[config.mk]
export PLATFORM = sky130hd
export DESIGN_NAME = word_token_classifier
export DESIGN_NICKNAME = d
export VERILOG_FILES = /design/src/sv/wtc_pkg.sv /design/src/sv/word_token_classifier.sv /design/src/sv/wtc_word_state.sv
export SDC_FILE = /design/constraint.sdc
export NUM_CORES = 1
export LEC_CHECK = 0
export BUFFER_PORTS_ARGS = -buffer_cell sky130_fd_sc_hd__buf_2
export CORE_MARGIN = 2
export CORE_UTILIZATION = 55
export DETAILED_ROUTE_END_ITERATION = 12
export GPL_TIMING_DRIVEN = 0
export HOLD_SLACK_MARGIN = 0.15
export PLACE_DENSITY = 0.85
export SLEW_MARGIN = 20
export SYNTH_ARGS = -nofsm -noshare
export SYNTH_HDL_FRONTEND = slang
export SYNTH_SLANG_ARGS = --single-unit
export TNS_END_PERCENT = 1
[constraint.sdc]
create_clock -name clk_i -period 5.2 [get_ports clk_i]
set_input_delay 1.56 -clock clk_i [delete_from_list [all_inputs] [get_ports clk_i]]
set_output_delay 1.56 -clock clk_i [all_outputs]
set_load 0.05 [all_outputs]
[src/sv/wtc_pkg.sv]
// types, constants and keyword tables of the word token classifier
package wtc_pkg;

  localparam int unsigned NumberWidthDefault = 32;
  localparam int unsigned ValueWidth         = 32;
  localparam int unsigned ClassWidth         = 5;
  localparam int unsigned CountWidth         = 3;
  localparam int unsigned NumKeywords        = 5;

  localparam logic [7:0] AlphaLo    = 8'd65;
  localparam logic [7:0] AlphaHi    = 8'd122;
  localparam logic [7:0] CharZero   = "0";
  localparam logic [7:0] CharNine   = "9";
  localparam logic [7:0] CharColon  = ":";
  localparam logic [7:0] CharSlash  = "/";
  localparam logic [7:0] CharStar   = "*";
  localparam logic [7:0] CharEquals = "=";
  localparam logic [7:0] CharPlus   = "+";
  localparam logic [7:0] CharMinus  = "-";
  localparam logic [7:0] CharLParen = "(";
  localparam logic [7:0] CharRParen = ")";
  localparam logic [7:0] CharComma  = ",";
  localparam logic [7:0] CharSemi   = ";";

  localparam logic [CountWidth-1:0] CountMax = '1;

  typedef enum logic [2:0] {
    KIND_NONE  = 3'd0,
    KIND_IDENT = 3'd1,
    KIND_DIGIT = 3'd2,
    KIND_COLON = 3'd3,
    KIND_SLASH = 3'd4,
    KIND_OTHER = 3'd5
  } kind_e;

  typedef enum logic [ClassWidth-1:0] {
    TOK_ERROR     = 5'd0,
    TOK_BEGIN     = 5'd1,
    TOK_END       = 5'd2,
    TOK_IF        = 5'd3,
    TOK_THEN      = 5'd4,
    TOK_ELSE      = 5'd5,
    TOK_IDENT     = 5'd6,
    TOK_INTEGER   = 5'd7,
    TOK_PLUS      = 5'd8,
    TOK_MINUS     = 5'd9,
    TOK_STAR      = 5'd10,
    TOK_SLASH     = 5'd11,
    TOK_LPAREN    = 5'd12,
    TOK_RPAREN    = 5'd13,
    TOK_COMMA     = 5'd14,
    TOK_SEMICOLON = 5'd15,
    TOK_COLON     = 5'd16,
    TOK_ASSIGN    = 5'd17,
    TOK_EQUALS    = 5'd18,
    TOK_COMMENT   = 5'd19
  } token_e;

  typedef struct packed {
    logic       valid;
    logic [7:0] char_byte;
    logic       last_char;
  } step_t;

  typedef struct packed {
    token_e                  token_class;
    logic [ValueWidth-1:0]   number_value;
    logic                    number_saturated;
  } result_t;

  function automatic logic [CountWidth-1:0] kw_len(input logic [2:0] k);
    logic [CountWidth-1:0] len;
    unique case (k)
      3'd0:    len = 3'd5;
      3'd1:    len = 3'd3;
      3'd2:    len = 3'd2;
      3'd3:    len = 3'd4;
      3'd4:    len = 3'd4;
      default: len = 3'd0;
    endcase
    return len;
  endfunction

  // keyword byte at a position below the keyword length
  function automatic logic [7:0] kw_char(input logic [2:0] k,
                                         input logic [CountWidth-1:0] pos);
    logic [39:0] text;
    logic [2:0]  idx;
    unique case (k)
      3'd0:    text = "begin";
      3'd1:    text = {"end", 16'h0000};
      3'd2:    text = {"if", 24'h000000};
      3'd3:    text = {"then", 8'h00};
      3'd4:    text = {"else", 8'h00};
      default: text = '0;
    endcase
    idx = 3'd4 - pos;
    return text[{idx, 3'b000} +: 8];
  endfunction

  function automatic token_e single_op(input logic [7:0] b);
    token_e t;
    unique case (b)
      CharPlus:   t = TOK_PLUS;
      CharMinus:  t = TOK_MINUS;
      CharStar:   t = TOK_STAR;
      CharLParen: t = TOK_LPAREN;
      CharRParen: t = TOK_RPAREN;
      CharComma:  t = TOK_COMMA;
      CharSemi:   t = TOK_SEMICOLON;
      CharEquals: t = TOK_EQUALS;
      default:    t = TOK_ERROR;
    endcase
    return t;
  endfunction

  function automatic logic is_alpha(input logic [7:0] b);
    return (b >= AlphaLo) && (b <= AlphaHi);
  endfunction

  function automatic logic is_digit(input logic [7:0] b);
    return (b >= CharZero) && (b <= CharNine);
  endfunction

endpackage

[src/sv/word_token_classifier.sv]
// a word's last byte waits in the byte register, then its result is registered in the result register
// throughput: one byte per cycle; the input stalls only while a held result blocks the next
//   last byte in the byte register
// internal accumulator is NUMBER_WIDTH bits; the 32-bit port shows it truncated or zero-extended
// reset: asynchronous active low, clears the byte and result valid flags and all word state
module word_token_classifier import wtc_pkg::*; #(
  parameter int unsigned NUMBER_WIDTH = NumberWidthDefault
) (
  input  logic                  clk_i,
  input  logic                  rst_ni,
  input  logic                  in_valid_i,
  output logic                  in_ready_o,
  input  logic [7:0]            char_byte_i,
  input  logic                  last_char_i,
  output logic                  out_valid_o,
  input  logic                  out_ready_i,
  output logic [ClassWidth-1:0] token_class_o,
  output logic [ValueWidth-1:0] number_value_o,
  output logic                  number_saturated_o
);

  logic       s1_valid_q, s1_valid_d;
  logic [7:0] s1_char_q;
  logic       s1_last_q;
  logic       advance, in_fire;
  step_t      step;
  result_t    result;

  logic       out_valid_q, out_valid_d;
  result_t    out_q;

  // a byte that ends no word never waits for the result register
  assign advance    = s1_valid_q && (!s1_last_q || !out_valid_q || out_ready_i);
  assign in_ready_o = !s1_valid_q || advance;
  assign in_fire    = in_valid_i && in_ready_o;
  assign s1_valid_d = in_fire || (s1_valid_q && !advance);

  always_ff @(posedge clk_i or negedge rst_ni) begin
    if (!rst_ni) begin
      s1_valid_q <= 1'b0;
    end else begin
      s1_valid_q <= s1_valid_d;
    end
  end

  always_ff @(posedge clk_i) begin
    if (in_fire) begin
      s1_char_q <= char_byte_i;
      s1_last_q <= last_char_i;
    end
  end

  assign step.valid     = advance;
  assign step.char_byte = s1_char_q;
  assign step.last_char = s1_last_q;

  wtc_word_state #(
    .NUMBER_WIDTH(NUMBER_WIDTH)
  ) u_word_state (
    .clk_i   (clk_i),
    .rst_ni  (rst_ni),
    .step_i  (step),
    .result_o(result)
  );

  always_comb begin
    out_valid_d = out_valid_q;
    if (advance && s1_last_q) begin
      out_valid_d = 1'b1;
    end else if (out_ready_i) begin
      out_valid_d = 1'b0;
    end
  end

  always_ff @(posedge clk_i or negedge rst_ni) begin
    if (!rst_ni) begin
      out_valid_q <= 1'b0;
    end else begin
      out_valid_q <= out_valid_d;
    end
  end

  always_ff @(posedge clk_i) begin
    if (advance && s1_last_q) begin
      out_q <= result;
    end
  end

  assign out_valid_o        = out_valid_q;
  assign token_class_o      = out_q.token_class;
  assign number_value_o     = out_q.number_value;
  assign number_saturated_o = out_q.number_saturated;

endmodule

[src/sv/wtc_word_state.sv]
// per-word state: first byte kind, keyword match bits, decimal accumulator
module wtc_word_state import wtc_pkg::*; #(
  parameter int unsigned NUMBER_WIDTH = NumberWidthDefault
) (
  input  logic    clk_i,
  input  logic    rst_ni,
  input  step_t   step_i,
  output result_t result_o
);

  localparam int unsigned AccWidth = NUMBER_WIDTH + 4;

  kind_e                   kind_q, kind_d, kind_n;
  logic [7:0]              first_q, first_d, first_n;
  logic [CountWidth-1:0]   count_q, count_d, count_n;
  logic [NumKeywords-1:0]  hits_q, hits_d, hits_n;
  logic                    valid_q, valid_d, valid_n;
  logic [7:0]              second_q, second_d, second_n;
  logic [7:0]              prev_q, prev_d;
  logic [NUMBER_WIDTH-1:0] acc_q, acc_d, acc_n;
  logic                    clamp_q, clamp_d, clamp_n;

  logic [7:0]              b;
  logic [CountWidth-1:0]   pos;
  logic [AccWidth-1:0]     acc_ext, acc_x10;
  logic                    acc_over, acc_do;
  logic [NUMBER_WIDTH-1:0] acc_step;
  kind_e                   kind_new;
  token_e                  cls;
  logic [ValueWidth-1:0]   value_w;

  assign b   = step_i.char_byte;
  assign pos = count_q;

  always_comb begin
    priority if (is_alpha(b)) begin
      kind_new = KIND_IDENT;
    end else if (is_digit(b)) begin
      kind_new = KIND_DIGIT;
    end else if (b == CharColon) begin
      kind_new = KIND_COLON;
    end else if (b == CharSlash) begin
      kind_new = KIND_SLASH;
    end else begin
      kind_new = KIND_OTHER;
    end
  end

  // acc * 10 + digit, overflow when any bit lands above the field
  assign acc_ext  = AccWidth'(acc_q);
  assign acc_x10  = (acc_ext << 3) + (acc_ext << 1) + AccWidth'(b[3:0]);
  assign acc_over = |acc_x10[AccWidth-1:NUMBER_WIDTH];
  assign acc_step = (clamp_q || acc_over) ? '1 : acc_x10[NUMBER_WIDTH-1:0];

  // state after this byte, before the end-of-word clear
  always_comb begin
    kind_n   = kind_q;
    first_n  = first_q;
    valid_n  = valid_q;
    second_n = second_q;
    hits_n   = hits_q;
    acc_do   = 1'b0;
    if (pos == '0) begin
      first_n = b;
      kind_n  = kind_new;
      acc_do  = (kind_new == KIND_DIGIT);
    end else begin
      if (pos == CountWidth'(1)) begin
        second_n = b;
      end
      if (kind_q == KIND_IDENT) begin
        if (!(is_alpha(b) || is_digit(b))) begin
          valid_n = 1'b0;
        end
      end else if (kind_q == KIND_DIGIT) begin
        if (is_digit(b)) begin
          acc_do = 1'b1;
        end else begin
          valid_n = 1'b0;
        end
      end
    end
    for (int k = 0; k < NumKeywords; k++) begin
      if (pos >= kw_len(3'(k)) || kw_char(3'(k), pos) != b) begin
        hits_n[k] = 1'b0;
      end
    end
    acc_n   = acc_do ? acc_step : acc_q;
    clamp_n = acc_do ? (clamp_q || acc_over) : clamp_q;
    count_n = (pos == CountMax) ? CountMax : pos + CountWidth'(1);
  end

  always_comb begin
    kind_d   = kind_q;
    first_d  = first_q;
    count_d  = count_q;
    hits_d   = hits_q;
    valid_d  = valid_q;
    second_d = second_q;
    prev_d   = prev_q;
    acc_d    = acc_q;
    clamp_d  = clamp_q;
    if (step_i.valid) begin
      if (step_i.last_char) begin
        kind_d   = KIND_NONE;
        first_d  = '0;
        count_d  = '0;
        hits_d   = '1;
        valid_d  = 1'b1;
        second_d = '0;
        prev_d   = '0;
        acc_d    = '0;
        clamp_d  = 1'b0;
      end else begin
        kind_d   = kind_n;
        first_d  = first_n;
        count_d  = count_n;
        hits_d   = hits_n;
        valid_d  = valid_n;
        second_d = second_n;
        prev_d   = b;
        acc_d    = acc_n;
        clamp_d  = clamp_n;
      end
    end
  end

  always_ff @(posedge clk_i or negedge rst_ni) begin
    if (!rst_ni) begin
      kind_q   <= KIND_NONE;
      first_q  <= '0;
      count_q  <= '0;
      hits_q   <= '1;
      valid_q  <= 1'b1;
      second_q <= '0;
      prev_q   <= '0;
      acc_q    <= '0;
      clamp_q  <= 1'b0;
    end else begin
      kind_q   <= kind_d;
      first_q  <= first_d;
      count_q  <= count_d;
      hits_q   <= hits_d;
      valid_q  <= valid_d;
      second_q <= second_d;
      prev_q   <= prev_d;
      acc_q    <= acc_d;
      clamp_q  <= clamp_d;
    end
  end

  // class of the word that ends with this byte
  always_comb begin
    cls = TOK_ERROR;
    unique case (kind_n)
      KIND_IDENT: begin
        if (valid_n) begin
          cls = TOK_IDENT;
          // lowest keyword index wins
          for (int k = NumKeywords - 1; k >= 0; k--) begin
            if (hits_n[k] && count_n == kw_len(3'(k))) begin
              cls = token_e'(ClassWidth'(k + 1));
            end
          end
        end
      end
      KIND_DIGIT: begin
        if (valid_n) begin
          cls = TOK_INTEGER;
        end
      end
      KIND_COLON: begin
        if (count_n == CountWidth'(1)) begin
          cls = TOK_COLON;
        end else if (count_n == CountWidth'(2) && second_n == CharEquals) begin
          cls = TOK_ASSIGN;
        end
      end
      KIND_SLASH: begin
        if (count_n == CountWidth'(1)) begin
          cls = TOK_SLASH;
        end else if (count_n >= CountWidth'(3) && second_n == CharStar &&
                     prev_q == CharStar && b == CharSlash) begin
          cls = TOK_COMMENT;
        end
      end
      KIND_OTHER: begin
        if (count_n == CountWidth'(1)) begin
          cls = single_op(first_n);
        end
      end
      default: cls = TOK_ERROR;
    endcase
  end

  if (NUMBER_WIDTH >= ValueWidth) begin : g_value_trunc
    assign value_w = acc_n[ValueWidth-1:0];
  end else begin : g_value_ext
    assign value_w = {{(ValueWidth - NUMBER_WIDTH){1'b0}}, acc_n};
  end

  assign result_o.token_class      = cls;
  assign result_o.number_value     = (cls == TOK_INTEGER) ? value_w : '0;
  assign result_o.number_saturated = (cls == TOK_INTEGER) && clamp_n;

endmodule

==> key figures, run 1 <==
Outcome
  – Status: finished, final reports clean

CTS
  – Clock Latency Late Sink: 0.42 ns
  – Post-CTS Setup Inserts: 0
  – Sink Count: 118
  – TritonCTS clock tree: built
  – # resized after CTS: 0
  – H-tree depth: 4
  – Clock root buffer master: clkbuf_16
  – CTS clock-pin slew for the worst setup and hold paths: 0.05 ns
  – Max Buffers Root-to-Sink: 2
  – Num CTS Buffers: 17
  – Hold_buf cts: 0

GRT
  – Vias in the first global route: just over 7,000
  – M2 GR Usage: 0.474
  – First-pass GRT wire length: about 38,000 µm
  – Met1 usage: 0.411
  – Pin count of the biggest net entering global routing: 60
  – Total Routing Usage GR: 0.301
  – Top Usage Layer GRT: met2
  – Met3 Usage GRT: 0.0620
  – Grt ovf: 0
  – Antenna violations before repair: 0

Critical path
  – Worst EP required: about 5.4 ns
  – Reg2reg path depth: 14
  – R2R Setup Slk: 0.50 ns
  – Crit path kind: reg2reg
  – Arrival time at the worst endpoint: between 4 and 5 ns
  – Slowest CP cell: a2111oi_0
  – RR Startpoint: u_word_state.count_q[0]
  – R2r endpoint: token_class_o[1]
  – Crit path largest cell delay: approximately 0.46 ns
  – Cell Chain, Critical Path: clkbuf_1 -> clkinv_1 -> ha_1 -> inv_1 -> ha_1 -> clkbuf_1 -> nand2_1 -> o21ai_0 -> xor2_1 -> a2111oi_0 -> nand3_1 -> and3_1 -> a2111o_1 -> a221o_1
  – CP endpoint kind: flop
  – Worst Setup Start Kind: flop
  – CP Max Fanout: 12

Worst hold path
  – Hold wc startpoint: u_word_state.prev_q[4]
  – Endpoint, Worst Hold: u_word_state.prev_q[4]
  – Hold Crit Class: reg2reg
  – Worst hold path depth: 2

Detailed routing
  – DRT Wirelength: 23,600 µm
  – Drt first pass iters: 6
  – Vias: 7,636
  – Drt via density: between 6 and 7
  – DRC: 0
  – Mean routed wirelength per cell: 20.2 µm
  – DRT iter0 DRCs: just under 900
  – Antenna viol nets, final: 0

Cells and area
  – Share of cells above drive strength 1: 0.107
  – Commonest non-fill, non-tap cell in the layout: nand2_1
  – Nets: ~1,100
  – Most frequent cells in the layout: nand2_1, ha_1, a21oi_1
  – # diodes: 0
  – Synth-to-Final Area Change: 12.8%
  – Post-Layout Cell Count: 1,168

Placement
  – DP HPWL: 17,400 µm
  – Placed Cells: roughly 1,100
  – Number of buffers added on ports: 52
  – Final Wtd Congestion: around 0.98

Yosys
  – Post-synth EDFFs: 47
  – Library cells used by synthesis: 73
  – Mapped Area: 8160 µm²
  – Yosys reg bits: roughly 120
  – Yosys warnings: 0
  – Top FF cell, synth: dfrtp_1
  – Avg Cell Area, Syn: 9.09 µm²
  – Synth Instances: 898
  – Synthesized Nets: 986
  – Sequential cell area fraction in the yosys report: 0.392
  – Ys async rst share: 0.602

Timing
  – Setup TNS: 0 ns
  – Max-slew violations: 0
  – Finish-stage setup viols: 0
  – Final Hold Fails: 0
  – Fmax: about 210 MHz
  – Clock Skews: 0.00875 ns
  – Measured slew at the worst slew-check pin: roughly 0.95 ns
  – Final worst-path cycle share: 0.904
  – Max-slew headroom: 0.361
  – RSZ-0062 raised after global routing: false
  – Final worst path period need: 4.70 ns

Power and ir drop
  – Power Dens Cells: between 300 and 400 nW/µm²
  – Leakage Power: 4.13 nW
  – Switching part of the total: 0.329
  – Clock Power Share: 0.365
  – Cell Int Power: approximately 1.9 mW
  – Flop pwr share: 0.397
  – Sw power: 0.915 mW
  – Maximum VDD drop: between 200 and 300 µV
  – Combinational Power Share: 0.238

Die
  – Row count: 44
  – Io pins: 53
  – Die area: 15,800 µm²
  – DIE HEIGHT: 126 µm
  – Starting Density: 0.562
  – Horiz. Die Dim: ~130 µm
  – Core Box Area: ~15,000 µm²

Job
  – Maxcap violations: 0
==> cell usage after synthesis (10+ instances only) <==
library cell,n,area (µm²)
nand2_1,105,394
a21o_1,10,75.1
nor3_1,19,95.1
nand3_1,24,120
ha_1,73,913
clkbuf_1,40,150
nand2b_1,10,62.6
o21ai_0,64,320
xor2_1,14,123
a22o_1,15,131
xnor2_1,20,175
edfxtp_1,47,1410
nor2_1,63,236
inv_1,20,75.1
o211ai_1,13,97.6
nor4_1,25,156
and3_1,10,62.6
a31oi_1,30,188
a21oi_1,68,340
dfrtp_1,65,1630
==> state kept, by name, indices dropped and copies added (netlist names) <==
register / cells
token_class_o: 5
out_valid_o: 1
s1_last_q: 1
u_word_state.count_q: 3
u_word_state.hits_q: 5
u_word_state.clamp_q: 1
u_word_state.second_q: 8
u_word_state.acc_q: 32
s1_char_q: 8
number_saturated_o: 1
u_word_state.kind_q: 3
u_word_state.prev_q: 8
u_word_state.first_q: 8
u_word_state.valid_q: 1
number_value_o: 32
s1_valid_q: 1
==> worst max-delay path: cells and delay by family (launching register included) <==
| kind | cells | cell delay (ns) |
|---|---|---|
| adders and majority gates | 2 | 0.68 |
| AOI/OAI and AO/OA | 4 | 1.36 |
| and+or+nand+nor | 3 | 0.63 |
| DFF | 1 | 0.40 |
| xor gates and xnor gates | 1 | 0.10 |
| buffers and inverters | 4 | 1.27 |
==> layout make-up <==
class | instances | area (µm²)
clock inverter | 11 | 61.3
clock buffer | 21 | 440
tap | 184 | 230
inverter | 22 | 82.6
buffer | 51 | 205
multi-input combinational | 707 | 4680
timing repair buffer | 54 | 310
fill | 1222 | 5330
sequential | 118 | 3200
==> logic make-up (layout without fill, tap and decap cells) <==
| kind of cell | after synthesis | count (layout) | share of synthesized area |
|---|---|---|---|
| buffers and inverters | 73 | 159 | 0.0353 |
| multiplexers | 8 | 8 | 0.00996 |
| AND/OR/NAND/NOR | 315 | 315 | 0.191 |
| XOR/XNOR | 35 | 35 | 0.0385 |
| adder cells (fa/ha/maj) | 75 | 75 | 0.117 |
| flip-flops | 118 | 118 | 0.392 |
| AO/OA/AOI/OAI | 274 | 274 | 0.217 |
==> layer usage <==
layer / vias to the layer above / part of all wire
met2: 399 / 0.47
met1: 3661 / 0.42
met4: 0 / 0.027
met5: - / 0
li1: 3528 / -
met3: 48 / 0.083
==> power groups by stage <==
stage	registers [mW]	clock network, mW	logic [mW]
detailed placement	1.12	0	0.646
CTS	1.10	1.01	0.651
global route	1.11	1.06	0.722
finish	1.10	1.02	0.663
global placement	1.12	0	0.626
floorplan	1.17	0	0.423
==> worst max path at each step <==
stage	slack, ns	end	depth (start not counted)	startpoint
after floorplan	1.45	number_saturated_o	12	s1_char_q[3]
after CTS	0.60	token_class_o[1]	14	u_word_state.count_q[0]
after detailed placement	0.65	token_class_o[1]	14	u_word_state.count_q[0]
after global routing	0.16	token_class_o[1]	14	u_word_state.count_q[0]
after global placement	0.65	token_class_o[1]	14	u_word_state.count_q[0]
final	0.50	token_class_o[1]	14	u_word_state.count_q[0]
==> metrics by stage <==
step	hold WS [ns]	total power, mW	setup slack, ns	utilization	instance area (µm²)
3_5_place_dp	0.454	1.76	0.651	0.599	8700
3_3_place_gp	0.451	1.74	0.653	0.595	8650
4_1_cts	0.477	2.77	0.601	0.633	9200
5_1_grt	0.503	2.90	0.155	0.633	9200
2_1_floorplan	0.431	1.59	1.45	-	8160
6_report	0.472	2.78	0.499	0.633	9200
Note: power is estimated with default switching activity, not from simulation.
==> run 2, diff against run 1 <==
--- a/config.mk
+++ b/config.mk
@@ -6,12 +6,14 @@
 export NUM_CORES = 1
 export LEC_CHECK = 0
 export BUFFER_PORTS_ARGS = -buffer_cell sky130_fd_sc_hd__buf_2
+export CELL_PAD_IN_SITES_DETAIL_PLACEMENT = 0
+export CELL_PAD_IN_SITES_GLOBAL_PLACEMENT = 2
 export CORE_MARGIN = 2
-export CORE_UTILIZATION = 55
+export CORE_UTILIZATION = 39
 export DETAILED_ROUTE_END_ITERATION = 12
 export GPL_TIMING_DRIVEN = 0
 export HOLD_SLACK_MARGIN = 0.15
-export PLACE_DENSITY = 0.85
+export PLACE_DENSITY = 0.93
 export SLEW_MARGIN = 20
 export SYNTH_ARGS = -nofsm -noshare
 export SYNTH_HDL_FRONTEND = slang
==> key figures, run 2 (synthesis results as in run 1) <==
Detailed routing
  – Vias: 7,324 (-4.1%)
  – Drt first pass iters: 8 (+2)
  – DRT Wirelength: 24,700 µm (+4.8%)
  – DRT iter0 DRCs: 603 (-32%)
  – Mean routed wirelength per cell: 19.7 µm (-2.4%)
  – Antenna viol nets, final: 0 (unchanged)
  – DRC: 0 (unchanged)
  – Drt via density: 5.84 (-11%)

Cells and area
  – Share of cells above drive strength 1: 0.114 (+0.00711)
  – Synth-to-Final Area Change: 15.7%
  – Post-route cell area: 9440 µm² (+2.6%)
  – Final Util: 0.464 (-0.170)
  – Commonest non-fill, non-tap cell in the layout: nand2_1
  – Nets: 1,059 (unchanged)
  – # diodes: 0 (unchanged)
  – Fillers: 1,946 (+59%)
  – Most frequent cells in the layout: nand2_1, ha_1, a21oi_1

Placement
  – Final Wtd Congestion: 0.901 (-8.5%)
  – DP HPWL: 18,400 µm (+5.8%)
  – Number of buffers added on ports: 52 (unchanged)
  – DP Area: 8810 µm² (+1.2%)

Die
  – Horiz. Die Dim: 149 µm (+18%)
  – Starting Density: 0.401 (-0.161)
  – Row count: 52 (+18%)
  – Io pins: 53 (unchanged)
  – Die area: 22,100 µm² (+40%)
  – Core Box Area: 20,400 µm² (+40%)
  – DIE HEIGHT: 149 µm (+18%)

Power and ir drop
  – Switching part of the total: 0.322 (-0.00642)
  – Flop pwr share: 0.365 (-0.032)
  – Total power: 3.02 mW (+8.5%)
  – Power Dens Cells: 320 nW/µm² (+5.8%)
  – Leakage Power: 4.21 nW (+1.8%)
  – Sw power: 0.973 mW (+6.4%)
  – Clock Power Share: 0.416 (+0.051)
  – Combinational Power Share: 0.219 (-0.019)
  – Cell Int Power: 2.05 mW (+9.5%)
  – Maximum VDD drop: 191 µV (-28%)

Timing
  – RSZ-0062 raised after global routing: false
  – Max-slew violations: 0 (unchanged)
  – Clock Skews: 0.00878 ns (+0.0000273 ns)
  – Setup TNS: 0 ns (unchanged)
  – Final worst path period need: 4.64 ns (-0.0637 ns)
  – Hold_ws: 0.463 ns (-0.00899 ns)
  – Fmax: 216 MHz (+1.4%)
  – Final worst-path cycle share: 0.892 (-0.0123)
  – Final Hold Fails: 0 (unchanged)
  – Finish-stage setup viols: 0 (unchanged)
  – Max-slew headroom: 0.309 (-0.0522)
  – Measured slew at the worst slew-check pin: 1.03 ns (+0.0848 ns)

CTS
  – Max Buffers Root-to-Sink: 2 (unchanged)
  – # resized after CTS: 0 (unchanged)
  – H-tree depth: 4 (unchanged)
  – Sink Count: 118 (unchanged)
  – Clock Latency Late Sink: 0.42 ns (about the same)
  – Hold_buf cts: 0 (unchanged)
  – TritonCTS clock tree: built
  – Num CTS Buffers: 17 (unchanged)
  – Clock root buffer master: clkbuf_16
  – CTS clock-pin slew for the worst setup and hold paths: 0.06 ns (about the same)
  – Post-CTS Setup Inserts: 0 (unchanged)

Critical path
  – RR Startpoint: u_word_state.count_q[0]
  – Arrival time at the worst endpoint: 4.80 ns (-0.07 ns)
  – CP Max Fanout: 12 (unchanged)
  – CP endpoint kind: flop
  – R2R Setup Slk: 0.56 ns (+0.06 ns)
  – Crit path kind: reg2reg
  – Worst Setup Start Kind: flop
  – Reg2reg path depth: 14 (unchanged)
  – R2r endpoint: token_class_o[1]
  – Worst EP required: 5.37 ns (about the same)

Worst hold path
  – Endpoint, Worst Hold: u_word_state.prev_q[5]
  – Worst hold path depth: 2 (unchanged)
  – Hold wc startpoint: u_word_state.prev_q[5]
  – Hold Crit Class: reg2reg

GRT
  – Grt ovf: 0 (unchanged)
  – Pin count of the biggest net entering global routing: 56 (-6.7%)
  – First-pass GRT wire length: 39,800 µm (+5.1%)
  – Antenna violations before repair: 0 (unchanged)
  – Vias in the first global route: 7,193 (-0.36%)
  – Total Routing Usage GR: 0.233 (-0.0680)

Job
  – Maxcap violations: 0 (unchanged)

Outcome
  – Status: finished, final reports clean
==> run 2: cell types whose count changed in the layout (fill, tap and decap cells not counted), sizes merged <==
cell      change
clkinvlp      -3
inv           +5
clkbuf        +1
bufinv        +1
clkinv        -4
==> run 2: layout make-up <==
cell class | instances | area (µm²) | share of cell area
Buffer | 51 | 205 | 0.0217
Clock buffer | 22 | 528 | 0.0559
Clock inverter | 10 | 101 | 0.0107
Inverter | 22 | 82.6 | 0.00875
Multi-Input combinational cell | 707 | 4680 | 0.496
Sequential cell | 118 | 3200 | 0.339
Tap cell | 270 | 338 | 0.0358
Timing Repair Buffer | 54 | 310 | 0.0329
==> run 2: worst max path at each step <==
stage / start / end / slack (ns) / cells after the start
after global placement: s1_char_q[3] / number_value_o[29] / 0.51 / 10
after detailed placement: s1_char_q[3] / u_word_state.acc_q[12] / 0.62 / 12
final: u_word_state.count_q[0] / token_class_o[1] / 0.56 / 14
after global routing: u_word_state.count_q[0] / token_class_o[1] / 0.25 / 14
after floorplan: s1_char_q[3] / number_saturated_o / 1.45 / 12
after CTS: s1_char_q[3] / number_value_o[5] / 0.52 / 12
==> run 2: power by group through the flow <==
stage	sequential [mW]	clock, mW	combinational (mW)
after floorplan	1.17	0	0.423
after detailed placement	1.12	0	0.654
final	1.10	1.26	0.663
after global routing	1.11	1.30	0.731
after global placement	1.12	0	0.647
after CTS	1.10	1.26	0.658
==> run 2: worst max-delay path, cell delays in order (launching register included) <==
cell	delay, ns
dfrtp_1	0.39
clkbuf_1	0.37
clkinv_1	0.43
ha_1	0.42
inv_1	0.10
ha_1	0.24
clkbuf_1	0.40
nand2_1	0.20
o21ai_0	0.15
xor2_1	0.09
a2111oi_0	0.50
nand3_1	0.18
and3_1	0.21
a2111o_1	0.36
a221o_1	0.34
==> run 2: routing by layer <==
metal / up-vias / track usage / part of all wire
met5: - / 0 / 0
met4: 0 / 0.0581 / 0.017
met3: 27 / 0.0359 / 0.038
met2: 201 / 0.369 / 0.46
met1: 3569 / 0.335 / 0.49
li1: 3527 / - / -
==> run 2: through the flow <==
| stage | instances | setup slack [ns] |
|---|---|---|
| 3_3_place_gp | 1220 | 0.508 |
| 6_report | 1254 | 0.563 |
| 2_1_floorplan | 898 | 1.45 |
| 5_1_grt | 1254 | 0.249 |
| 3_5_place_dp | 1222 | 0.615 |
| 4_1_cts | 1254 | 0.521 |
==> run 3, diff against run 2 <==
--- a/config.mk
+++ b/config.mk
@@ -13,9 +13,10 @@
 export DETAILED_ROUTE_END_ITERATION = 12
 export GPL_TIMING_DRIVEN = 0
 export HOLD_SLACK_MARGIN = 0.15
-export PLACE_DENSITY = 0.93
+export PLACE_DENSITY = 0.92
 export SLEW_MARGIN = 20
 export SYNTH_ARGS = -nofsm -noshare
 export SYNTH_HDL_FRONTEND = slang
+export SYNTH_HIERARCHICAL = 1
 export SYNTH_SLANG_ARGS = --single-unit
 export TNS_END_PERCENT = 1
==> key figures, run 3 <==
Outcome
  – Status: finished, final reports clean

Timing
  – Fin worst setup slack: 0.848 ns (+0.285 ns)
  – Max-slew violations: 0 (unchanged)
  – Hold_ws: 0.478 ns (+0.0151 ns)
  – Fmax: 230 MHz (+6.5%)
  – Final worst-path cycle share: 0.837 (-0.0548)
  – Setup TNS: 0 ns (unchanged)
  – Final Hold Fails: 0 (unchanged)
  – Final worst path period need: 4.35 ns (-0.285 ns)
  – Clock Skews: 0.0157 ns (+0.00692 ns)
  – Finish-stage setup viols: 0 (unchanged)
  – RSZ-0062 raised after global routing: false
  – Measured slew at the worst slew-check pin: 1.03 ns (-0.00418 ns)
  – Max-slew headroom: 0.312 (+0.00279)

Power and ir drop
  – Maximum VDD drop: 215 µV (+12%)
  – Leakage Power: 4.09 nW (-2.6%)
  – Power Dens Cells: 330 nW/µm² (+3.1%)

CTS
  – TritonCTS clock tree: built
  – # resized after CTS: 0 (unchanged)
  – Hold_buf cts: 0 (unchanged)
  – Num CTS Buffers: 17 (unchanged)
  – Sink Count: 118 (unchanged)
  – Clock root buffer master: clkbuf_16
  – Max Buffers Root-to-Sink: 2 (unchanged)
  – H-tree depth: 4 (unchanged)
  – Clock Latency Late Sink: 0.43 ns (about the same)
  – CTS clock-pin slew for the worst setup and hold paths: 0.06 ns (about the same)
  – Post-CTS Setup Inserts: 0 (unchanged)

Detailed routing
  – Vias: 6,958 (-5.0%)
  – DRT iter0 DRCs: 636 (+5.5%)
  – Drt first pass iters: 7 (-1)
  – DRT Wirelength: 22,400 µm (-9.3%)
  – Drt via density: 5.76 (-1.3%)
  – Antenna viol nets, final: 0 (unchanged)
  – DRC: 0 (unchanged)
  – Mean routed wirelength per cell: 18.6 µm (-5.8%)

Critical path
  – R2r endpoint: number_value_o[13]
  – CP endpoint kind: flop
  – Reg2reg path depth: 12 (-2)
  – Crit path kind: reg2reg
  – Arrival time at the worst endpoint: 4.48 ns (-0.32 ns)
  – CP Max Fanout: 10 (-2)
  – RR Startpoint: s1_char_q[3]
  – Worst Setup Start Kind: flop
  – Worst EP required: 5.33 ns (-0.04 ns)
  – CP endpoint: number_value_o[13]
  – R2R Setup Slk: 0.85 ns (+0.28 ns)
  – Worst setup path startpoint: s1_char_q[3]

Worst hold path
  – Hold Crit Class: reg2reg

Yosys
  – Ys async rst share: 0.602 (unchanged)
  – Sequential cell area fraction in the yosys report: 0.398 (+0.00603)
  – Avg Cell Area, Syn: 9.45 µm² (+3.9%)
  – Count leader, synth: a21oi_1
  – Cell taking the most area after synthesis: dfrtp_1
  – Largest cells by area after synthesis: dfrtp_1, edfxtp_1, ha_1
  – Top cell type's share of synthesized area: 0.202 (+0.00307)
  – Top FF cell, synth: dfrtp_1
  – Library cells used by synthesis: 72 (-1.4%)
  – Synthesized Nets: 939 (-4.8%)
  – Mapped Area: 8040 µm² (-1.5%)
  – Yosys reg bits: 118 (unchanged)
  – Post-synth EDFFs: 47 (unchanged)
  – Yosys warnings: 6 (+6)
  – Top cells by count, synth: a21oi_1, ha_1, o21ai_0
  – Synth Instances: 851 (-5.2%)

GRT
  – Vias in the first global route: 6,713 (-6.7%)
  – Antenna violations before repair: 0 (unchanged)
  – Grt ovf: 0 (unchanged)
  – First-pass GRT wire length: 36,900 µm (-7.4%)
  – Total Routing Usage GR: 0.213 (-0.0194)
  – Pin count of the biggest net entering global routing: 40 (-29%)

Cells and area
  – # diodes: 0 (unchanged)
  – Nets: 1,012 (-4.4%)
  – Most frequent cells in the layout: a21oi_1, ha_1, o21ai_0
  – Synth-to-Final Area Change: 15.6% (about the same)
  – Commonest non-fill, non-tap cell in the layout: a21oi_1
  – Fillers: 1,968 (+1.1%)
  – Post-route cell area: 9290 µm² (-1.6%)
  – Share of cells above drive strength 1: 0.125 (+0.0110)

Placement
  – Final Wtd Congestion: 0.908 (+0.87%)
  – DP Area: 8690 µm² (-1.3%)
  – Pre-CTS setup slack: 0.923 ns (+0.308 ns)
  – Number of buffers added on ports: 52 (unchanged)
  – DP HPWL: 16,600 µm (-10%)

Die
  – Starting Density: 0.397 (-0.00354)
  – Io pins: 53 (unchanged)
  – Die area: 21,800 µm² (-1.5%)
  – Horiz. Die Dim: 148 µm (-0.74%)
  – DIE HEIGHT: 148 µm (-0.74%)
  – Row count: 52 (unchanged)
  – Core Box Area: 20,200 µm² (-0.64%)

Job
  – Maxcap violations: 0 (unchanged)
-- run 3: worst min path at each step --
stage	startpoint	to	slack, ns	cells past startpoint
6_report	u_word_state/prev_q[1]	u_word_state/prev_q[1]	0.48	2
5_1_grt	u_word_state/prev_q[0]	u_word_state/prev_q[0]	0.52	2
4_1_cts	u_word_state/prev_q[1]	u_word_state/prev_q[1]	0.48	2
3_5_place_dp	u_word_state/prev_q[1]	u_word_state/prev_q[1]	0.46	2
3_3_place_gp	u_word_state/prev_q[1]	u_word_state/prev_q[1]	0.46	2
2_1_floorplan	u_word_state/prev_q[1]	u_word_state/prev_q[1]	0.44	2
-- run 3: stage by stage --
step                instances   util  total power [mW]
floorplan                 851      -              1.67
global placement         1173  0.427              1.86
detailed placement       1175  0.430              1.87
CTS                      1207  0.459              3.08
global route             1207  0.459              3.22
finish                   1207  0.459              3.06
-- run 3: cell type report --
| class | instances | area, µm² | area share |
|---|---|---|---|
| multi-input combinational | 647 | 4480 | 0.482 |
| timing repair buffer | 54 | 310 | 0.0334 |
| clock inverter | 14 | 165 | 0.0178 |
| inverter | 34 | 128 | 0.0137 |
| sequential | 118 | 3200 | 0.344 |
| tap | 270 | 338 | 0.0364 |
| clock buffer | 18 | 429 | 0.0462 |
| buffer | 52 | 241 | 0.0260 |
-- run 3: routing by layer --
| layer | global-route usage | share of wire |
|---|---|---|
| met5 | 0 | 0 |
| met3 | 0.0370 | 0.057 |
| met1 | 0.333 | 0.51 |
| met2 | 0.307 | 0.42 |
| met4 | 0.0476 | 0.0082 |
-- run 3: logic make-up (layout without fill, tap and decap cells) --
kind of cell	count (synthesis)	after routing	synth area share
AOI/OAI and AO/OA	309	309	0.248
xor gates and xnor gates	35	35	0.0381
adders and majority gates	75	75	0.119
buffers and inverters	86	172	0.0459
DFF	118	118	0.398
muxes	11	11	0.0139
and+or+nand+nor	217	217	0.138
-- run 3: critical path, cell delays in order, from the launching register on --
cell and delay (ns):
edfxtp_1 0.49, fa_1 0.57, fa_1 0.50, a211oi_1 0.27
o21ai_1 0.18, o21a_1 0.27, or3_1 0.40, a31oi_1 0.24
mux2_2 0.38, a2111oi_4 0.26, buf_6 0.22, buf_6 0.17
a21oi_1 0.12
-- run 3: power by group --
part	internal [mW]	leakage [nW]	total [mW]	switching, mW
combinational	0.253	2.41	0.750	0.497
sequential	1.06	1.40	1.12	0.0578
clock	0.718	0.284	1.20	0.479
